--- src/hw/rtl/ntue_pkg.sv ---
// Neighbor table package: result action codes and the record layouts
// kept in the table memories. No dependencies.
package ntue_pkg;

    // Result action codes
    localparam logic [1:0] ACT_UPDATED  = 2'd0;
    localparam logic [1:0] ACT_INSERTED = 2'd1;
    localparam logic [1:0] ACT_REPLACED = 2'd2;
    localparam logic [1:0] ACT_EXPIRED  = 2'd3;

    localparam int unsigned COUNT_W   = 5;
    localparam logic [4:0]  COUNT_MAX = 5'd31;

    // Fields read during every scan
    typedef struct packed {
        logic [7:0]  node;
        logic [31:0] heard;
    } scan_rec_t;

    // Fields only written, never needed by the scan
    typedef struct packed {
        logic [31:0] pos_x;
        logic [31:0] pos_y;
        logic [31:0] pos_z;
        logic [31:0] vel_x;
        logic [31:0] vel_y;
        logic [31:0] vel_z;
        logic [15:0] sequence_num;
    } body_rec_t;

endpackage

--- src/hw/rtl/ntue_ram.sv ---
// Generic single-port-write, single-port-read RAM with registered read data.
// No dependencies.
module ntue_ram #(
    parameter int WIDTH = 8,
    parameter int DEPTH = 16
) (
    input  logic                     clk,
    input  logic                     wr_en,
    input  logic [$clog2(DEPTH)-1:0] wr_addr,
    input  logic [WIDTH-1:0]         wr_data,
    input  logic                     rd_en,
    input  logic [$clog2(DEPTH)-1:0] rd_addr,
    output logic [WIDTH-1:0]         rd_data
);

    logic [WIDTH-1:0] mem [DEPTH];

    always_ff @(posedge clk)
    begin
        if (wr_en)
        begin
            mem[wr_addr] <= wr_data;
        end
        if (rd_en)
        begin
            rd_data <= mem[rd_addr];
        end
    end

endmodule

--- src/hw/rtl/neighbour_table_update_expire.sv ---
// Neighbor table top level: item sequencer, valid bits and result register.
// Depends on ntue_pkg and ntue_ram.
//
// Use:
//   Input channel (in_valid/in_ready) carries one item: kind 0 updates a
//   neighbor record, kind 1 frees records older than timeout_limit.
//   Output channel (out_valid/out_ready) returns exactly one result per item.
//   Config channel (cfg_valid/cfg_ready/cfg_data) writes timeout_limit; it is
//   always ready and is to be written only while the block is idle.
// Timing:
//   Each item is scanned through the node/heard memory, issuing reads at
//   one entry per cycle; the registered read data of the last entry is then
//   taken in, and the write-back and result load follow, holding while the
//   output register is full.
//   in_ready returns the cycle after the result is loaded, so items are
//   taken one at a time; no new item is taken while one is in progress.
// Reset:
//   All valid bits clear at once, timeout_limit returns to 1000; no memory
//   clearing pass is needed.
// Stall:
//   A result waits in the output register; the next item is still taken and
//   scanned, and its write-back holds until the output register frees up.
module neighbour_table_update_expire #(
    parameter int TABLE_DEPTH = 16
) (
    input  logic        clk,
    input  logic        rst_n,
    // configuration
    input  logic        cfg_valid,
    output logic        cfg_ready,
    input  logic [31:0] cfg_data,
    // items
    input  logic        in_valid,
    output logic        in_ready,
    input  logic        kind,
    input  logic [7:0]  node_id,
    input  logic [31:0] pos_x,
    input  logic [31:0] pos_y,
    input  logic [31:0] pos_z,
    input  logic [31:0] vel_x,
    input  logic [31:0] vel_y,
    input  logic [31:0] vel_z,
    input  logic [15:0] sequence_req,
    input  logic [31:0] time_now,
    // results
    output logic        out_valid,
    input  logic        out_ready,
    output logic [1:0]  action,
    output logic [3:0]  slot,
    output logic [7:0]  evicted_node,
    output logic [4:0]  expired_count
);

    localparam int AW = $clog2(TABLE_DEPTH);
    localparam int CW = AW + 1;
    localparam logic [CW-1:0] CNT_END = CW'(TABLE_DEPTH);

    localparam logic [1:0] ST_IDLE = 2'd0;
    localparam logic [1:0] ST_SCAN = 2'd1;
    localparam logic [1:0] ST_DONE = 2'd2;

    logic [1:0] state_reg;
    logic [1:0] state_next;

    logic [31:0] timeout_reg;
    logic [TABLE_DEPTH-1:0] valid_reg;

    // latched item
    logic                  kind_reg;
    logic [7:0]            node_id_reg;
    logic [31:0]           time_now_reg;
    ntue_pkg::body_rec_t   body_reg;

    // scan pipeline
    logic [CW-1:0] cnt_reg;
    logic          rd_vld_reg;
    logic [AW-1:0] rd_idx_reg;
    logic          issue;
    logic          last_seen;
    ntue_pkg::scan_rec_t rd_rec;
    logic [31:0]   age;

    // scan findings
    logic          have_match_reg;
    logic [AW-1:0] match_idx_reg;
    logic          have_free_reg;
    logic [AW-1:0] free_idx_reg;
    logic          have_old_reg;
    logic [AW-1:0] old_idx_reg;
    logic [31:0]   old_heard_reg;
    logic [7:0]    old_node_reg;
    logic [4:0]    count_reg;

    // write-back and result
    logic          load;
    logic          wr_en;
    logic [AW-1:0] target;
    logic [1:0]    act_sel;
    ntue_pkg::scan_rec_t wr_rec;

    logic          out_valid_reg;
    logic [1:0]    action_reg;
    logic [3:0]    slot_reg;
    logic [7:0]    evicted_reg;
    logic [4:0]    expired_reg;

    assign cfg_ready = 1'b1;
    assign in_ready  = (state_reg == ST_IDLE);

    assign out_valid     = out_valid_reg;
    assign action        = action_reg;
    assign slot          = slot_reg;
    assign evicted_node  = evicted_reg;
    assign expired_count = expired_reg;

    // read issue and end of scan
    assign issue     = (state_reg == ST_SCAN) && (cnt_reg < CNT_END);
    assign last_seen = (state_reg == ST_SCAN) && (cnt_reg == CNT_END);
    assign age       = time_now_reg - rd_rec.heard;

    // write-back target selection
    always_comb
    begin
        if (have_match_reg)
        begin
            act_sel = ntue_pkg::ACT_UPDATED;
            target  = match_idx_reg;
        end
        else if (have_free_reg)
        begin
            act_sel = ntue_pkg::ACT_INSERTED;
            target  = free_idx_reg;
        end
        else
        begin
            act_sel = ntue_pkg::ACT_REPLACED;
            target  = old_idx_reg;
        end
    end

    assign load   = (state_reg == ST_DONE) && (!out_valid_reg || out_ready);
    assign wr_en  = load && !kind_reg;
    assign wr_rec = '{node: node_id_reg, heard: time_now_reg};

    // state sequencing
    always_comb
    begin
        state_next = state_reg;
        case (state_reg)
            ST_IDLE:
            begin
                if (in_valid)
                begin
                    state_next = ST_SCAN;
                end
            end
            ST_SCAN:
            begin
                if (last_seen)
                begin
                    state_next = ST_DONE;
                end
            end
            ST_DONE:
            begin
                if (load)
                begin
                    state_next = ST_IDLE;
                end
            end
            default:
            begin
                state_next = ST_IDLE;
            end
        endcase
    end

    // control registers
    always_ff @(posedge clk or negedge rst_n)
    begin
        if (!rst_n)
        begin
            state_reg     <= ST_IDLE;
            timeout_reg   <= 32'd1000;
            valid_reg     <= '0;
            cnt_reg       <= '0;
            rd_vld_reg    <= 1'b0;
            out_valid_reg <= 1'b0;
        end
        else
        begin
            state_reg  <= state_next;
            rd_vld_reg <= issue;

            if (cfg_valid)
            begin
                timeout_reg <= cfg_data;
            end

            if (in_valid && in_ready)
            begin
                cnt_reg <= '0;
            end
            else if (issue)
            begin
                cnt_reg <= cnt_reg + 1'b1;
            end

            // expire clears entries as they stream by
            if (rd_vld_reg && kind_reg && valid_reg[rd_idx_reg] && (age > timeout_reg))
            begin
                valid_reg[rd_idx_reg] <= 1'b0;
            end
            if (wr_en)
            begin
                valid_reg[target] <= 1'b1;
            end

            // output register
            if (load)
            begin
                out_valid_reg <= 1'b1;
            end
            else if (out_ready)
            begin
                out_valid_reg <= 1'b0;
            end
        end
    end

    // item latch, scan findings and result payload
    always_ff @(posedge clk)
    begin
        if (issue)
        begin
            rd_idx_reg <= cnt_reg[AW-1:0];
        end

        if (in_valid && in_ready)
        begin
            kind_reg       <= kind;
            node_id_reg    <= node_id;
            time_now_reg   <= time_now;
            body_reg       <= '{pos_x: pos_x, pos_y: pos_y, pos_z: pos_z,
                                vel_x: vel_x, vel_y: vel_y, vel_z: vel_z,
                                sequence_num: sequence_req};
            have_match_reg <= 1'b0;
            have_free_reg  <= 1'b0;
            have_old_reg   <= 1'b0;
            count_reg      <= '0;
        end
        else if (rd_vld_reg)
        begin
            if (valid_reg[rd_idx_reg])
            begin
                if (kind_reg)
                begin
                    if ((age > timeout_reg) && (count_reg != ntue_pkg::COUNT_MAX))
                    begin
                        count_reg <= count_reg + 1'b1;
                    end
                end
                else
                begin
                    // oldest by raw compare, lowest slot wins ties
                    if (!have_old_reg || (rd_rec.heard < old_heard_reg))
                    begin
                        have_old_reg  <= 1'b1;
                        old_idx_reg   <= rd_idx_reg;
                        old_heard_reg <= rd_rec.heard;
                        old_node_reg  <= rd_rec.node;
                    end
                    if (!have_match_reg && (rd_rec.node == node_id_reg))
                    begin
                        have_match_reg <= 1'b1;
                        match_idx_reg  <= rd_idx_reg;
                    end
                end
            end
            else if (!have_free_reg)
            begin
                have_free_reg <= 1'b1;
                free_idx_reg  <= rd_idx_reg;
            end
        end

        if (load)
        begin
            if (kind_reg)
            begin
                action_reg  <= ntue_pkg::ACT_EXPIRED;
                slot_reg    <= '0;
                evicted_reg <= '0;
                expired_reg <= count_reg;
            end
            else
            begin
                action_reg  <= act_sel;
                slot_reg    <= 4'(target);
                evicted_reg <= (act_sel == ntue_pkg::ACT_REPLACED) ? old_node_reg : 8'd0;
                expired_reg <= '0;
            end
        end
    end

    // node id and last-heard time, scanned every item
    ntue_ram #(
        .WIDTH ($bits(ntue_pkg::scan_rec_t)),
        .DEPTH (TABLE_DEPTH)
    ) u_scan_ram (
        .clk     (clk),
        .wr_en   (wr_en),
        .wr_addr (target),
        .wr_data (wr_rec),
        .rd_en   (issue),
        .rd_addr (cnt_reg[AW-1:0]),
        .rd_data (rd_rec)
    );

    // position, velocity and sequence number
    ntue_ram #(
        .WIDTH ($bits(ntue_pkg::body_rec_t)),
        .DEPTH (TABLE_DEPTH)
    ) u_body_ram (
        .clk     (clk),
        .wr_en   (wr_en),
        .wr_addr (target),
        .wr_data (body_reg),
        .rd_en   (1'b0),
        .rd_addr ('0),
        .rd_data ()
    );

endmodule

--- config.mk ---
export PLATFORM = sky130hd
export DESIGN_NAME = neighbour_table_update_expire
export DESIGN_NICKNAME = d
export VERILOG_FILES = /design/src/hw/rtl/ntue_pkg.sv /design/src/hw/rtl/ntue_ram.sv /design/src/hw/rtl/neighbour_table_update_expire.sv
export SDC_FILE = /design/constraint.sdc
export NUM_CORES = 1
export LEC_CHECK = 0
export ABC_CLOCK_PERIOD_IN_PS = 6720
export BUFFER_PORTS_ARGS = -buffer_cell sky130_fd_sc_hd__buf_4
export CAP_MARGIN = 20
export CORE_MARGIN = 2
export CORE_UTILIZATION = 59
export CTS_CLUSTER_DIAMETER = 80
export DETAILED_ROUTE_END_ITERATION = 10
export PLACE_DENSITY = 0.79
export SLEW_MARGIN = 20
export SYNTH_ARGS = -nofsm -noshare
export SYNTH_HDL_FRONTEND = slang
export SYNTH_SLANG_ARGS = --single-unit
--- constraint.sdc ---
create_clock -name clk -period 6.72 [get_ports clk]
set_clock_uncertainty 0.1 [all_clocks]
set_input_delay 1.008 -clock clk [delete_from_list [all_inputs] [get_ports clk]]
set_output_delay 1.008 -clock clk [all_outputs]
set_load 0.03 [all_outputs]
==> flow_metrics.tcl <==
set metrics [dict create \
    synth-seq-area-share_pct 72.70 \
    die_area_um2 61410 \
    synth_warnings 0 \
    drv_cap 0 \
    gr-total-overflow 0 \
    io_pins 308 \
    dpl.cell_count 2681 \
    hp-class "in2async" \
    synth_edf_count 796 \
    cts.path.max_buffers 3 \
    synth_seq_cells 861 \
    fin_crit_ns 6.115 \
    cts_max_level 3 \
    cpPeakStageDelay_ns 0.61 \
    slowest_stage "edfxtp_1" \
    syn_area_per_cell_um2 19.06 \
    drtAntennaViolNets 0 \
    r2r_start "time_now_reg[0]" \
    cts-root-buf "clkbuf_16" \
    grt_use_total_pct 26.63 \
    crit_path_frequent_cell "a21oi_1" \
    postCtsHoldBufs 0 \
    fp.dieH_um 247.8 \
    maxSlewViolCount 0 \
    cp_cell_sequence "inv_1 -> ha_1 -> inv_1 -> fa_1 -> a21oi_1 -> nor2_1 -> nor4_2 -> nor3b_1 -> o31ai_1 -> a21oi_1 -> a311oi_1 -> xnor2_1 -> ha_1 -> a21o_1 -> a21o_1 -> a21oi_1 -> o21ai_0 -> a21oi_1 -> a211oi_2 -> buf_4 -> and4_1 -> mux2i_1" \
    dpl.hpwl_um 44320 \
    grtUsageMet1_pct 37.86 \
    drtPass1Iterations 5 \
    nets 2382 \
    cts_tree "built" \
    peakVddDrop_mv 0.2092 \
    grt_pass1_vias 18680 \
    reg_top3 "u_scan_ram.mem: 640 flops, u_scan_ram.rd_data: 40 flops" \
    wl_per_cell_um 28.14 \
    syn_nets 2225 \
    grt_pass1_wl_um 117400 \
    drive_gt1_share_pct 24.89 \
    grt_setup_unrepaired "no" \
    synthCells 1840 \
    viasPerCell 6.434 \
    final-hold-violation-count 0 \
    use_met3_pct 4.758 \
    antenna_found_initial 1 \
    grtUsageMet2_pct 42.88 \
    synth_common_cells "796 x edfxtp_1, 205 x mux4_2, 108 x inv_1" \
    top_register "u_scan_ram.mem" \
    io_buffer_count 98 \
    grt_busiest_layer "met2" \
    timing.rr.end "count_reg[3]" \
    worstMarginPinSlew_ns 1.025 \
    gp_congestion 0.8734 \
    synth_top_area_cell "edfxtp_1" \
    clk-insertion-delay-late_ns 0.63 \
    synth_most_common_cell "edfxtp_1" \
    end_kind "flop" \
    synth_async_sr_flop_share_pct 6.620 \
    setup_viol 0 \
    powerDensity_nw_per_um2 265.7 \
    status "completed" \
    period_share_pct 91.00 \
    rrSetupSlack_ns 0.60 \
    numClockSinks 861 \
    synthesis.area_um2 35070 \
    post-cts-setup-buffer-count 0 \
    fp.dieW_um 247.8 \
    cp-start-kind "flop" \
    yosys_most_used_dff "edfxtp_1" \
    area_growth_pct 13.33 \
    synth.distinct_cells 74 \
    drt_wl_total_um 79750 \
    critPathRequiredTime_ns 7.13 \
    stdcell_count 2834 \
    dr_total_vias 18230 \
    ff2ff_path_depth 22 \
    synth_top_cell_area_share_pct 68.15 \
    cts_made_buffers 85 \
    cp_max_fo 17 \
    drt_iter0_drc 2163 \
    clk_pin_slew_ns 0.06 \
    synth.area.top_cells "edfxtp_1 68%, mux4_2 13%, dfrtp_1 3.6%" \
    cts_resized 0 \
    antennaDiodeCount 0 \
    design_area_um2 39750 \
    worstSetupPathType "reg2reg" \
    tns_ns 0 \
    row_count 89 \
    grt_start_max_net_pins 69 \
    drc 0 \
    cp.arrival_ns 6.53 \
    placed_area_um2 36990 \
    fmax_mhz 163.5 \
    final_util_pct 67.48 \
    p_leak_nw 14.06 \
    largest_reg_flops 640 \
    maxSlewHeadroom_pct 31.17 \
    coreArea_um2 58910 \
    start_util_pct 59.54 \
]
cell usage in the layout (no fill, tap or decap), drive strengths merged, types with 9 or more instances in the layout:
cell and count:
and2 17, xor2 11, ha 98, a21oi 46, clkbuf 107, xnor2 20, a211oi 10, o21ai 57
o22a 10, nand4 20, nor2 69, nor3 11, mux4 205, inv 113, dfrtp 51, edfxtp 796
nor2b 9, nand3 14, a21o 38, o21a 10, nand2b 11, buf 137, nand2 63, clkinv 28
power by group:
part	switching [mW]	total, mW	internal (mW)
sequential	0.00485	5.80	5.79
combinational	0.0571	0.110	0.0531
clock	1.98	4.65	2.67
per-stage QoR:
| stage | hold slack, ns | worst slack (ns) | total power [mW] |
|---|---|---|---|
| 2_1_floorplan | 0.3231 | 1.176 | 5.957 |
| 3_3_place_gp | 0.3566 | 0.8638 | 6.014 |
| 3_5_place_dp | 0.3687 | 0.7322 | 6.019 |
| 4_1_cts | 0.3817 | 0.7196 | 10.61 |
| 5_1_grt | 0.3939 | 0.2718 | 10.83 |
| 6_report | 0.3546 | 0.6045 | 10.56 |
worst max-delay path, delay by kind of cell (launching register included):
family	cells	cell delay, ns
AOI/OAI and AO/OA	10	2.66
buffers and inverters	3	0.51
adders and majority gates	3	0.79
DFF	1	0.61
muxes	1	0.11
and+or+nand+nor	4	1.09
xor gates and xnor gates	1	0.11
layer usage:
metal | vias to the layer above | wire, um | share of wire [%]
li1 | 7691 | - | -
met1 | 9407 | 31080 | 39
met2 | 1009 | 39790 | 50
met3 | 127 | 7178 | 9.0
met4 | 0 | 1698 | 2.1
met5 | - | 0 | 0
worst max path at each step:
stage                            from                to  depth (start not counted)
2_1_floorplan  u_scan_ram.rd_data[17]  old_heard_reg[0]                          9
3_3_place_gp          time_now_reg[0]      count_reg[3]                         22
3_5_place_dp          time_now_reg[0]      count_reg[3]                         22
4_1_cts               time_now_reg[0]      count_reg[3]                         22
5_1_grt               time_now_reg[0]     valid_reg[10]                         22
6_report              time_now_reg[0]      count_reg[3]                         22
cells by family after synthesis:
kind of cell,share of synthesized area [%]
AO/OA/AOI/OAI,4.013
XOR/XNOR,0.7741
adder cells (fa/ha/maj),3.553
buffers and inverters,1.998
flip-flops,72.70
multiplexers,13.42
other,0.01069
AND/OR/NAND/NOR,3.532
final cells by class:
class | instances | area (um^2)
flip-flops and latches | 861 | 25510
fillers | 3574 | 19160
multi-input cells | 803 | 9019
clock buffers | 107 | 2240
repair buffers | 137 | 1141
well taps | 773 | 967.2
clock inverters | 44 | 461.7
inverters | 109 | 409.1
(Power assumes the default switching activity.)
